**src/rtl/core/dod_pkg.sv**
```systemverilog
// Shared constants, types and helper functions of the divider ohmmeter readout.
package dod_pkg;

    // Register widths and configuration port
    localparam int REF_W     = 20;
    localparam int VPC_W     = 12;
    localparam int SUP_W     = 20;
    localparam int CFG_W     = 20;
    localparam int CFG_IDX_W = 2;

    localparam logic [CFG_IDX_W-1:0] REG_REFERENCE_OHMS  = 2'd0;
    localparam logic [CFG_IDX_W-1:0] REG_VOLTS_PER_COUNT = 2'd1;
    localparam logic [CFG_IDX_W-1:0] REG_SUPPLY_LEVEL    = 2'd2;

    localparam logic [REF_W-1:0] RESET_REFERENCE_OHMS  = 20'd10000;
    localparam logic [VPC_W-1:0] RESET_VOLTS_PER_COUNT = 12'd488;
    localparam logic [SUP_W-1:0] RESET_SUPPLY_LEVEL    = 20'd500000;

    // Default values of the top level parameters
    localparam int SAMPLE_BITS_DEF = 10;
    localparam int MAX_DIGITS_DEF  = 7;

    // Divider: product of voltage and reference over a 20-bit denominator
    localparam int PW         = SUP_W + REF_W;
    localparam int DIV_STEPS  = 4;
    localparam int DIV_ITERS  = PW / DIV_STEPS;
    localparam int DIV_CNT_W  = $clog2(DIV_ITERS);

    // Binary to BCD conversion bits per cycle
    localparam int BCD_STEPS = 4;

    // Queue between front and back
    localparam int QUEUE_DEPTH = 4;
    localparam int QPTR_W      = $clog2(QUEUE_DEPTH);

    // Character codes
    localparam int CHAR_W = 8;
    localparam logic [CHAR_W-1:0] CHAR_ZERO  = 8'd48;
    localparam logic [CHAR_W-1:0] CHAR_DOT   = 8'd46;
    localparam logic [CHAR_W-1:0] CHAR_SPACE = 8'd32;
    localparam logic [CHAR_W-1:0] CHAR_OHM   = 8'd244;

    localparam int TAIL_LEN = 5;

    typedef struct packed {
        logic             sat;
        logic [PW-1:0]    prod;
        logic [SUP_W-1:0] den;
    } t_job;

    function automatic longint unsigned pow10(input int n);
        longint unsigned m;
        m = 1;
        for (int i = 0; i < n; i++) begin
            m = m * 10;
        end
        return m;
    endfunction

    // Fixed suffix ".00 " and the ohm sign, in order
    function automatic logic [CHAR_W-1:0] tail_char(input logic [2:0] idx);
        logic [CHAR_W-1:0] c;
        unique case (idx)
            3'd0:    c = CHAR_DOT;
            3'd1:    c = CHAR_ZERO;
            3'd2:    c = CHAR_ZERO;
            3'd3:    c = CHAR_SPACE;
            3'd4:    c = CHAR_OHM;
            default: c = CHAR_SPACE;
        endcase
        return c;
    endfunction

endpackage

```
**src/rtl/core/dod_front.sv**
```systemverilog
// Front end: accepts samples and forms the numerator and denominator of each request.
module dod_front #(
    parameter int SAMPLE_BITS = dod_pkg::SAMPLE_BITS_DEF
) (
    input  logic                       i_clk,
    input  logic                       i_rst_n,
    input  logic                       i_valid,
    output logic                       o_ready,
    input  logic [SAMPLE_BITS-1:0]     i_sample,
    input  logic [dod_pkg::REF_W-1:0]  i_reference_ohms,
    input  logic [dod_pkg::VPC_W-1:0]  i_volts_per_count,
    input  logic [dod_pkg::SUP_W-1:0]  i_supply_level,
    output logic                       o_job_valid,
    input  logic                       i_job_ready,
    output dod_pkg::t_job              o_job
);

    localparam int VW = SAMPLE_BITS + dod_pkg::VPC_W;

    logic                r_s1_valid;
    logic [VW-1:0]       r_volt;
    logic                r_s2_valid;
    dod_pkg::t_job       r_job;
    logic                s1_ready;
    logic                s2_ready;
    dod_pkg::t_job       n_job;

    assign s2_ready = !r_s2_valid || i_job_ready;
    assign s1_ready = !r_s1_valid || s2_ready;
    assign o_ready  = s1_ready;

    assign o_job_valid = r_s2_valid;
    assign o_job       = r_job;

    // Saturate when the sample voltage reaches the supply
    always_comb begin
        n_job.sat  = r_volt >= VW'(i_supply_level);
        n_job.den  = i_supply_level - r_volt[dod_pkg::SUP_W-1:0];
        n_job.prod = r_volt[dod_pkg::SUP_W-1:0] * i_reference_ohms;
    end

    always_ff @(posedge i_clk) begin
        if (!i_rst_n) begin
            r_s1_valid <= 1'b0;
            r_s2_valid <= 1'b0;
        end else begin
            if (s1_ready) begin
                r_s1_valid <= i_valid;
            end
            if (s2_ready) begin
                r_s2_valid <= r_s1_valid;
            end
        end
    end

    always_ff @(posedge i_clk) begin
        if (s1_ready && i_valid) begin
            r_volt <= VW'(i_sample) * VW'(i_volts_per_count);
        end
        if (s2_ready && r_s1_valid) begin
            r_job <= n_job;
        end
    end

endmodule

```
**src/rtl/core/dod_queue.sv**
```systemverilog
// Short queue of pending divide requests between front and back.
module dod_queue (
    input  logic          i_clk,
    input  logic          i_rst_n,
    input  logic          i_valid,
    output logic          o_ready,
    input  dod_pkg::t_job i_job,
    output logic          o_valid,
    input  logic          i_ready,
    output dod_pkg::t_job o_job
);

    dod_pkg::t_job                r_slot [dod_pkg::QUEUE_DEPTH];
    logic [dod_pkg::QPTR_W-1:0]   r_wr_ptr;
    logic [dod_pkg::QPTR_W-1:0]   r_rd_ptr;
    logic [dod_pkg::QPTR_W:0]     r_count;
    logic                         push;
    logic                         pop;

    assign o_ready = r_count != (dod_pkg::QPTR_W + 1)'(dod_pkg::QUEUE_DEPTH);
    assign o_valid = r_count != '0;
    assign o_job   = r_slot[r_rd_ptr];
    assign push    = i_valid && o_ready;
    assign pop     = o_valid && i_ready;

    always_ff @(posedge i_clk) begin
        if (!i_rst_n) begin
            r_wr_ptr <= '0;
            r_rd_ptr <= '0;
            r_count  <= '0;
        end else begin
            if (push) begin
                r_wr_ptr <= r_wr_ptr + 1'b1;
            end
            if (pop) begin
                r_rd_ptr <= r_rd_ptr + 1'b1;
            end
            if (push && !pop) begin
                r_count <= r_count + 1'b1;
            end else if (pop && !push) begin
                r_count <= r_count - 1'b1;
            end
        end
    end

    always_ff @(posedge i_clk) begin
        if (push) begin
            r_slot[r_wr_ptr] <= i_job;
        end
    end

endmodule

```
**src/rtl/core/dod_back.sv**
```systemverilog
// Back end: iterative divider, saturation and binary to BCD conversion.
module dod_back #(
    parameter int MAX_DIGITS = dod_pkg::MAX_DIGITS_DEF
) (
    input  logic                      i_clk,
    input  logic                      i_rst_n,
    input  logic                      i_job_valid,
    output logic                      o_job_ready,
    input  dod_pkg::t_job             i_job,
    output logic                      o_digits_valid,
    input  logic                      i_digits_ready,
    output logic [4*MAX_DIGITS-1:0]   o_digits
);

    localparam int PW        = dod_pkg::PW;
    localparam int DW        = dod_pkg::SUP_W;
    localparam int CW        = $clog2(dod_pkg::pow10(MAX_DIGITS));
    localparam int BCD_ITERS = (CW + dod_pkg::BCD_STEPS - 1) / dod_pkg::BCD_STEPS;
    localparam int CBW       = BCD_ITERS * dod_pkg::BCD_STEPS;
    localparam int BCD_CNT_W = (BCD_ITERS > 1) ? $clog2(BCD_ITERS) : 1;
    localparam int BW        = 4 * MAX_DIGITS;
    localparam logic [PW-1:0] CAP = PW'(dod_pkg::pow10(MAX_DIGITS) - 1);

    // Divider
    logic                          r_div_busy;
    logic                          r_div_done;
    logic [dod_pkg::DIV_CNT_W-1:0] r_div_cnt;
    logic [DW-1:0]                 r_rem;
    logic [PW-1:0]                 r_quo;
    logic [DW-1:0]                 r_den;
    logic                          r_sat;
    logic [DW-1:0]                 n_rem;
    logic [PW-1:0]                 n_quo;

    // BCD converter
    logic                          r_bcd_busy;
    logic                          r_bcd_done;
    logic [BCD_CNT_W-1:0]          r_bcd_cnt;
    logic [CBW-1:0]                r_bin;
    logic [BW-1:0]                 r_bcd;
    logic [CBW-1:0]                n_bin;
    logic [BW-1:0]                 n_bcd;

    logic                          bcd_ready;
    logic                          bcd_take;
    logic                          job_take;
    logic [CW-1:0]                 value;

    assign bcd_ready   = !r_bcd_busy || (r_bcd_done && i_digits_ready);
    assign bcd_take    = r_div_done && bcd_ready;
    assign o_job_ready = !r_div_busy || bcd_take;
    assign job_take    = i_job_valid && o_job_ready;

    assign o_digits_valid = r_bcd_done;
    assign o_digits       = r_bcd;

    // Clamp to the largest value that fits the display
    assign value = (r_sat || r_quo > CAP) ? CAP[CW-1:0] : r_quo[CW-1:0];

    // Restoring division, several quotient bits per cycle
    always_comb begin
        logic [DW:0] t;
        n_rem = r_rem;
        n_quo = r_quo;
        for (int k = 0; k < dod_pkg::DIV_STEPS; k++) begin
            t     = {n_rem, n_quo[PW-1]};
            n_quo = {n_quo[PW-2:0], 1'b0};
            if (t >= {1'b0, r_den}) begin
                n_rem    = DW'(t - {1'b0, r_den});
                n_quo[0] = 1'b1;
            end else begin
                n_rem = t[DW-1:0];
            end
        end
    end

    // Double dabble, several bits per cycle
    always_comb begin
        n_bcd = r_bcd;
        n_bin = r_bin;
        for (int k = 0; k < dod_pkg::BCD_STEPS; k++) begin
            for (int d = 0; d < MAX_DIGITS; d++) begin
                if (n_bcd[4*d +: 4] >= 4'd5) begin
                    n_bcd[4*d +: 4] = n_bcd[4*d +: 4] + 4'd3;
                end
            end
            n_bcd = {n_bcd[BW-2:0], n_bin[CBW-1]};
            n_bin = {n_bin[CBW-2:0], 1'b0};
        end
    end

    always_ff @(posedge i_clk) begin
        if (!i_rst_n) begin
            r_div_busy <= 1'b0;
            r_div_done <= 1'b0;
            r_div_cnt  <= '0;
            r_bcd_busy <= 1'b0;
            r_bcd_done <= 1'b0;
            r_bcd_cnt  <= '0;
        end else begin
            if (r_div_busy && !r_div_done) begin
                r_div_cnt <= r_div_cnt + 1'b1;
                if (r_div_cnt == dod_pkg::DIV_CNT_W'(dod_pkg::DIV_ITERS - 1)) begin
                    r_div_done <= 1'b1;
                end
            end
            if (bcd_take) begin
                r_div_busy <= 1'b0;
                r_div_done <= 1'b0;
            end
            if (job_take) begin
                r_div_busy <= 1'b1;
                r_div_done <= 1'b0;
                r_div_cnt  <= '0;
            end

            if (r_bcd_busy && !r_bcd_done) begin
                r_bcd_cnt <= r_bcd_cnt + 1'b1;
                if (r_bcd_cnt == BCD_CNT_W'(BCD_ITERS - 1)) begin
                    r_bcd_done <= 1'b1;
                end
            end
            if (r_bcd_done && i_digits_ready) begin
                r_bcd_busy <= 1'b0;
                r_bcd_done <= 1'b0;
            end
            if (bcd_take) begin
                r_bcd_busy <= 1'b1;
                r_bcd_done <= 1'b0;
                r_bcd_cnt  <= '0;
            end
        end
    end

    always_ff @(posedge i_clk) begin
        if (job_take) begin
            r_rem <= '0;
            r_quo <= i_job.prod;
            r_den <= i_job.den;
            r_sat <= i_job.sat;
        end else if (r_div_busy && !r_div_done) begin
            r_rem <= n_rem;
            r_quo <= n_quo;
        end
        if (bcd_take) begin
            r_bin <= CBW'(value);
            r_bcd <= '0;
        end else if (r_bcd_busy && !r_bcd_done) begin
            r_bin <= n_bin;
            r_bcd <= n_bcd;
        end
    end

endmodule

```
**src/rtl/core/dod_emit.sv**
```systemverilog
// Character sequencer: significant digits, then the fixed suffix, into an output register.
module dod_emit #(
    parameter int MAX_DIGITS = dod_pkg::MAX_DIGITS_DEF
) (
    input  logic                         i_clk,
    input  logic                         i_rst_n,
    input  logic                         i_digits_valid,
    output logic                         o_digits_ready,
    input  logic [4*MAX_DIGITS-1:0]      i_digits,
    output logic                         o_valid,
    input  logic                         i_ready,
    output logic [dod_pkg::CHAR_W-1:0]   o_char_code,
    output logic                         o_last
);

    localparam int CNT_W = $clog2(MAX_DIGITS + dod_pkg::TAIL_LEN);
    localparam int DIW   = (MAX_DIGITS > 1) ? $clog2(MAX_DIGITS) : 1;
    localparam logic [CNT_W-1:0] TAIL_TOP = CNT_W'(dod_pkg::TAIL_LEN);

    logic                         r_busy;
    logic [4*MAX_DIGITS-1:0]      r_digits;
    logic [CNT_W-1:0]             r_cnt;
    logic                         r_o_valid;
    logic [dod_pkg::CHAR_W-1:0]   r_char;
    logic                         r_last;
    logic                         adv;
    logic                         take;
    logic [CNT_W-1:0]             start_cnt;
    logic [DIW-1:0]               dig_idx;
    logic [dod_pkg::CHAR_W-1:0]   n_char;

    assign adv            = r_busy && (!r_o_valid || i_ready);
    assign o_digits_ready = !r_busy || (adv && r_cnt == '0);
    assign take           = i_digits_valid && o_digits_ready;

    assign o_valid     = r_o_valid;
    assign o_char_code = r_char;
    assign o_last      = r_last;

    // Start at the highest nonzero digit; a zero value still shows one digit
    always_comb begin
        start_cnt = TAIL_TOP;
        for (int d = 1; d < MAX_DIGITS; d++) begin
            if (i_digits[4*d +: 4] != 4'd0) begin
                start_cnt = CNT_W'(d) + TAIL_TOP;
            end
        end
    end

    assign dig_idx = DIW'(r_cnt - TAIL_TOP);

    always_comb begin
        if (r_cnt >= TAIL_TOP) begin
            n_char = dod_pkg::CHAR_ZERO + dod_pkg::CHAR_W'(r_digits[4*dig_idx +: 4]);
        end else begin
            n_char = dod_pkg::tail_char(3'(TAIL_TOP - 1'b1 - r_cnt));
        end
    end

    always_ff @(posedge i_clk) begin
        if (!i_rst_n) begin
            r_busy    <= 1'b0;
            r_cnt     <= '0;
            r_o_valid <= 1'b0;
        end else begin
            if (adv) begin
                r_o_valid <= 1'b1;
                if (r_cnt == '0) begin
                    r_busy <= 1'b0;
                end else begin
                    r_cnt <= r_cnt - 1'b1;
                end
            end else if (i_ready) begin
                r_o_valid <= 1'b0;
            end
            if (take) begin
                r_busy <= 1'b1;
                r_cnt  <= start_cnt;
            end
        end
    end

    always_ff @(posedge i_clk) begin
        if (adv) begin
            r_char <= n_char;
            r_last <= r_cnt == '0;
        end
        if (take) begin
            r_digits <= i_digits;
        end
    end

endmodule

```
**src/rtl/core/divider_ohmmeter_decimal_display.sv**
```systemverilog
// Top level of the divider ohmmeter: configuration registers and the front/back pipeline.
//
// Usage: present one ADC sample per request on i_sample with i_valid; it is taken
// when o_ready is also high. The block answers with a stream of display characters
// on o_char_code, one per o_valid/i_ready request: the decimal digits of
// floor(v*reference/(supply-v)) ohms with no leading zeros, then ".00 " and the
// ohm sign (244), where o_last marks the ohm sign. Readings at or beyond the largest
// MAX_DIGITS-digit value, or with v at or above the supply, show as all nines.
// The user must write registers through i_cfg_we/i_cfg_index/i_cfg_data only while
// idle; the block itself does not enforce it. The sample rate is bound by the
// 4-bit-per-cycle divider or by the one-character-per-cycle output, whichever is
// slower. Reset empties every stage and the queue and loads the register reset
// values. When the receiver stalls, the output register holds its character, the
// digit sequencer, converter and divider back up, and the four-entry queue keeps
// absorbing samples until it fills; once the front stages also fill, o_ready drops.
module divider_ohmmeter_decimal_display #(
    parameter int SAMPLE_BITS = dod_pkg::SAMPLE_BITS_DEF,
    parameter int MAX_DIGITS  = dod_pkg::MAX_DIGITS_DEF
) (
    input  logic                             i_clk,
    input  logic                             i_rst_n,
    input  logic                             i_valid,
    output logic                             o_ready,
    input  logic [SAMPLE_BITS-1:0]           i_sample,
    output logic                             o_valid,
    input  logic                             i_ready,
    output logic [dod_pkg::CHAR_W-1:0]       o_char_code,
    output logic                             o_last,
    input  logic                             i_cfg_we,
    input  logic [dod_pkg::CFG_IDX_W-1:0]    i_cfg_index,
    input  logic [dod_pkg::CFG_W-1:0]        i_cfg_data
);

    logic [dod_pkg::REF_W-1:0]   r_reference_ohms;
    logic [dod_pkg::VPC_W-1:0]   r_volts_per_count;
    logic [dod_pkg::SUP_W-1:0]   r_supply_level;

    logic                        fr_valid;
    logic                        fr_ready;
    dod_pkg::t_job               fr_job;
    logic                        q_valid;
    logic                        q_ready;
    dod_pkg::t_job               q_job;
    logic                        dig_valid;
    logic                        dig_ready;
    logic [4*MAX_DIGITS-1:0]     dig_bcd;

    // Register writes; unknown indexes drop
    always_ff @(posedge i_clk) begin
        if (!i_rst_n) begin
            r_reference_ohms  <= dod_pkg::RESET_REFERENCE_OHMS;
            r_volts_per_count <= dod_pkg::RESET_VOLTS_PER_COUNT;
            r_supply_level    <= dod_pkg::RESET_SUPPLY_LEVEL;
        end else if (i_cfg_we) begin
            unique case (i_cfg_index)
                dod_pkg::REG_REFERENCE_OHMS:  r_reference_ohms  <= i_cfg_data[dod_pkg::REF_W-1:0];
                dod_pkg::REG_VOLTS_PER_COUNT: r_volts_per_count <= i_cfg_data[dod_pkg::VPC_W-1:0];
                dod_pkg::REG_SUPPLY_LEVEL:    r_supply_level    <= i_cfg_data[dod_pkg::SUP_W-1:0];
                default: ;
            endcase
        end
    end

    // Front: sample voltage, then numerator and denominator
    dod_front #(
        .SAMPLE_BITS (SAMPLE_BITS)
    ) u_front (
        .i_clk             (i_clk),
        .i_rst_n           (i_rst_n),
        .i_valid           (i_valid),
        .o_ready           (o_ready),
        .i_sample          (i_sample),
        .i_reference_ohms  (r_reference_ohms),
        .i_volts_per_count (r_volts_per_count),
        .i_supply_level    (r_supply_level),
        .o_job_valid       (fr_valid),
        .i_job_ready       (fr_ready),
        .o_job             (fr_job)
    );

    // Decouple front from the multi-cycle back end
    dod_queue u_queue (
        .i_clk   (i_clk),
        .i_rst_n (i_rst_n),
        .i_valid (fr_valid),
        .o_ready (fr_ready),
        .i_job   (fr_job),
        .o_valid (q_valid),
        .i_ready (q_ready),
        .o_job   (q_job)
    );

    // Back: divide, clamp, convert to BCD
    dod_back #(
        .MAX_DIGITS (MAX_DIGITS)
    ) u_back (
        .i_clk          (i_clk),
        .i_rst_n        (i_rst_n),
        .i_job_valid    (q_valid),
        .o_job_ready    (q_ready),
        .i_job          (q_job),
        .o_digits_valid (dig_valid),
        .i_digits_ready (dig_ready),
        .o_digits       (dig_bcd)
    );

    // Sequence characters into the output register
    dod_emit #(
        .MAX_DIGITS (MAX_DIGITS)
    ) u_emit (
        .i_clk          (i_clk),
        .i_rst_n        (i_rst_n),
        .i_digits_valid (dig_valid),
        .o_digits_ready (dig_ready),
        .i_digits       (dig_bcd),
        .o_valid        (o_valid),
        .i_ready        (i_ready),
        .o_char_code    (o_char_code),
        .o_last         (o_last)
    );

endmodule
```
**config.mk**
```make
export PLATFORM = sky130hd
export DESIGN_NAME = divider_ohmmeter_decimal_display
export DESIGN_NICKNAME = d
export VERILOG_FILES = /design/src/rtl/core/dod_pkg.sv /design/src/rtl/core/dod_front.sv /design/src/rtl/core/dod_queue.sv /design/src/rtl/core/dod_back.sv /design/src/rtl/core/dod_emit.sv /design/src/rtl/core/divider_ohmmeter_decimal_display.sv
export SDC_FILE = /design/constraint.sdc
export NUM_CORES = 2
export LEC_CHECK = 0
export BUFFER_PORTS_ARGS = -buffer_cell sky130_fd_sc_hd__buf_2
export CORE_MARGIN = 5
export CORE_UTILIZATION = 45
export DETAILED_ROUTE_END_ITERATION = 12
export PLACE_DENSITY = 0.61
export SYNTH_ARGS = -nofsm -noshare
export SYNTH_HDL_FRONTEND = slang
export SYNTH_HIERARCHICAL = 1
export SYNTH_SLANG_ARGS = --single-unit
```
**constraint.sdc**
```tcl
create_clock -name i_clk -period 28 [get_ports i_clk]
set_clock_uncertainty 0.2 [all_clocks]
set_input_delay 2.8 -clock i_clk [delete_from_list [all_inputs] [get_ports i_clk]]
set_output_delay 2.8 -clock i_clk [all_outputs]
set_load 0.03 [all_outputs]
```
==> results.py <==
metrics = {
    "grt": {
        "grt_pass1_vias": 33000,
        "antenna_found_initial": 0,
        "grt_pass1_wl_um": 178000,
        "grtUsageTotal": 0.194,
        "grt_start_max_net_pins": 62,
        "grt_overflow": 0,
    },
    "synthesis": {
        "yosys.area_share.simple": 0.141,
        "synth.top_cell.area_share": 0.282,
        "ys.warnings.count": 6,
        "yosysTopAreaCell": "edfxtp_1",
        "async_flop_share": 0,
        "synth_area_leaders": "edfxtp_1 (28%), fa_1 (17%), ha_1 (10%)",
        "seq_area_frac_synth": 0.336,
        "yosysUniqueCellTypes": 105,
        "synthMuxAreaShare": 0.0594,
        "syn_area_per_cell_um2": 10.4,
        "synth_area_um2": 47600,
        "synth_seq_cells": 575,
        "synth_edf_count": 447,
        "synth_xor_area_frac": 0.0304,
        "synth_nets": 5395,
        "synthAdderAreaFrac": 0.274,
        "synth-compound-area-share": 0.0925,
        "synthCells": 4557,
        "synth_top_family_by_area": "adder cells",
        "ys.flop_type": "edfxtp_1",
    },
    "placed_design": {
        "portBuffers": 46,
        "place_congestion": 0.887,
        "hpwlAfterDp_um": 80400,
    },
    "clock_tree": {
        "clk_path_buf_depth": 3,
        "postCtsSetupBuffers": 0,
        "cts_tree": "done",
        "cts_hold_buf": 0,
        "cts.sinks": 575,
        "cts_buffers": 60,
        "clk_latency_ns": 0.64,
        "cts_max_level": 2,
        "clock-root-buffer": "clkbuf_16",
        "cts_resized": 0,
        "clk_pin_slew_ns": 0.06,
    },
    "final_layout": {
        "synthToLayoutAreaGrowth_pct": 7.11,
        "final.fill_count": 9667,
        "seq_area_um2": 16000,
        "diodes": 0,
        "multi_input_area_um2": 28500,
        "nets": 5353,
        "drive_gt1_frac": 0.0721,
    },
    "worst_setup_path": {
        "endpoint_kind": "register",
        "critPathBufInv": 1,
        "crit_required_ns": 28.37,
        "critPathLaunchType": "register",
        "worst_path_max_delay_cell": "mux2i_4",
        "crit_family": "compound AO/OA/AOI/OAI gates",
        "worstSetupPathType": "reg -> reg",
        "crit_path_max_fanout": 26,
        "cpPeakStageDelay_ns": 0.82,
        "arrival_ns": 12.10,
    },
    "sta": {
        "hold_viol": 0,
        "period_needed_ns": 11.73,
        "setup_violations": 0,
        "worstMarginPinSlew_ns": 1.18,
        "tns_ns": 0,
        "rsz0062_at_grt": "false",
        "drv_slew": 0,
        "maxSlewHeadroom": 0.213,
        "fmaxAchievable_mhz": 85.2,
        "fin_crit_sh": 0.419,
    },
    "floorplan": {
        "pin_count": 48,
        "die_area_um2": 112000,
        "start_util": 0.453,
        "die_w_um": 335,
        "die_h_um": 335,
        "core_area_um2": 105000,
        "rows": 119,
    },
    "routing": {
        "routed_wl_um": 107000,
        "via_per_inst": 5.33,
        "drtIter0Drc": 1999,
        "avgRoutedWirePerCell_um": 18.0,
        "first_pass_iters": 5,
        "drtAntennaViolNets": 0,
        "drc": 0,
        "num_vias": 31700,
    },
    "flow_run": {
        "drv_cap": 0,
    },
    "hold_path": {
        "holdCritPathClass": "reg -> reg",
    },
    "outcome": {
        "status": "complete, no violations",
    },
}
## flip-flops by register name (all words and copies together), names as in the netlist, 22 cells and up, named ones only
register         cells
u_back/o_digits     28
u_back/r_bin        24
u_back/r_quo        40
u_emit/r_digits     28
u_front/o_job       61
u_front/r_volt      22
u_queue/r_slot     244
## cell type report
cell class,instances,share of cell area
clock buffer,70,0.0310
clock inverter,40,0.00815
inverter,609,0.0448
multi-input combinational,3186,0.558
sequential,575,0.314
tap,1391,0.0341
timing repair buffer,83,0.0100
## through the flow
step,hold slack [ns],area (um^2),util,instances,worst slack (ns)
2_1_floorplan,0.218,47600,-,4557,18.34
3_3_place_gp,0.227,49000,0.466,5844,16.59
3_5_place_dp,0.229,49000,0.466,5844,16.35
4_1_cts,0.236,51000,0.485,5954,16.30
5_1_grt,0.270,51000,0.485,5954,15.16
6_report,0.248,51000,0.485,5954,16.27
## tightest hold or removal path: cells and delay by family, from the launching register on
| kind | cells | cell delay, ns |
|---|---|---|
| flip-flops | 1 | 0.32 |
| AND/OR/NAND/NOR | 1 | 0.05 |
| AO/OA/AOI/OAI | 1 | 0.05 |
## placed cells by master (no fill, tap or decap), drive strengths merged, types with 46 or more instances in the layout
| cell | Yosys | layout |
|---|---|---|
| inv | 607 | 610 |
| nand2 | 576 | 576 |
| edfxtp | 447 | 447 |
| fa | 404 | 404 |
| ha | 397 | 397 |
| and2 | 304 | 304 |
| a21oi | 194 | 194 |
| nor2 | 172 | 172 |
| o21ai | 159 | 159 |
| dfxtp | 128 | 128 |
| xnor2 | 116 | 116 |
| mux2i | 97 | 97 |
| buf | 41 | 83 |
| clkbuf | 146 | 70 |
| mux4 | 65 | 65 |
| nor2b | 60 | 60 |
| a21o | 60 | 60 |
| xor2 | 49 | 49 |
| nand2b | 46 | 46 |
## per-layer routing
metal,wire (um),vias to the layer above,track usage
met4,1910,0,0.0382
met1,50000,15700,0.277
li1,-,15200,-
met3,4740,131,0.0234
met2,50400,661,0.323
met5,0,-,0
## cell families (layout without fill, tap and decap cells)
kind of cell               Yosys count  in the layout
adders and majority gates          801            801
muxes                              195            195
and+or+nand+nor                   1363           1363
buffers and inverters              796            802
DFF                                575            575
AOI/OAI and AO/OA                  661            661
xor gates and xnor gates           165            165
other                                1              1
## final timing paths
| path | start | endpoint | slack, ns | cells after the start |
|---|---|---|---|---|
| worst max-delay path | u_back/r_den[1] | u_back/r_rem[13] | 16.27 | 39 |
| worst min-delay path | u_back/r_bin[20] | u_back/o_digits[0] | 0.25 | 2 |
| worst min register to register | u_back/r_bin[20] | u_back/o_digits[0] | 0.25 | 2 |
| worst max register to register | u_back/r_den[1] | u_back/r_rem[13] | 16.27 | 39 |
## cells in the mapped netlist (8+ instances only)
cell,n
a21boi_0,10
a211oi_1,29
nor2_1,171
a21oi_1,188
nor3b_1,14
and3_1,31
edfxtp_1,447
nand2b_1,46
clkbuf_1,146
o211ai_1,24
or3_1,13
o21bai_1,17
nand3_1,31
o21ai_0,142
o31ai_1,13
o21a_1,29
nand4b_1,8
ha_1,397
inv_1,606
a221o_1,17
o21ai_1,15
mux4_2,64
xor2_1,49
nand4_1,26
buf_2,23
a31oi_1,9
dfxtp_1,128
nor2b_1,60
mux2_2,32
fa_1,404
mux2i_1,96
xnor2_1,116
a21o_1,59
nor4_1,15
and2_1,304
a211o_1,11
nand2_1,576
nor3_1,31
o31a_1,10
or2_2,10
Power is left out: the tool's default activity adds up to more than one toggle a clock period on the data nets, which glitch-free logic cannot reach.
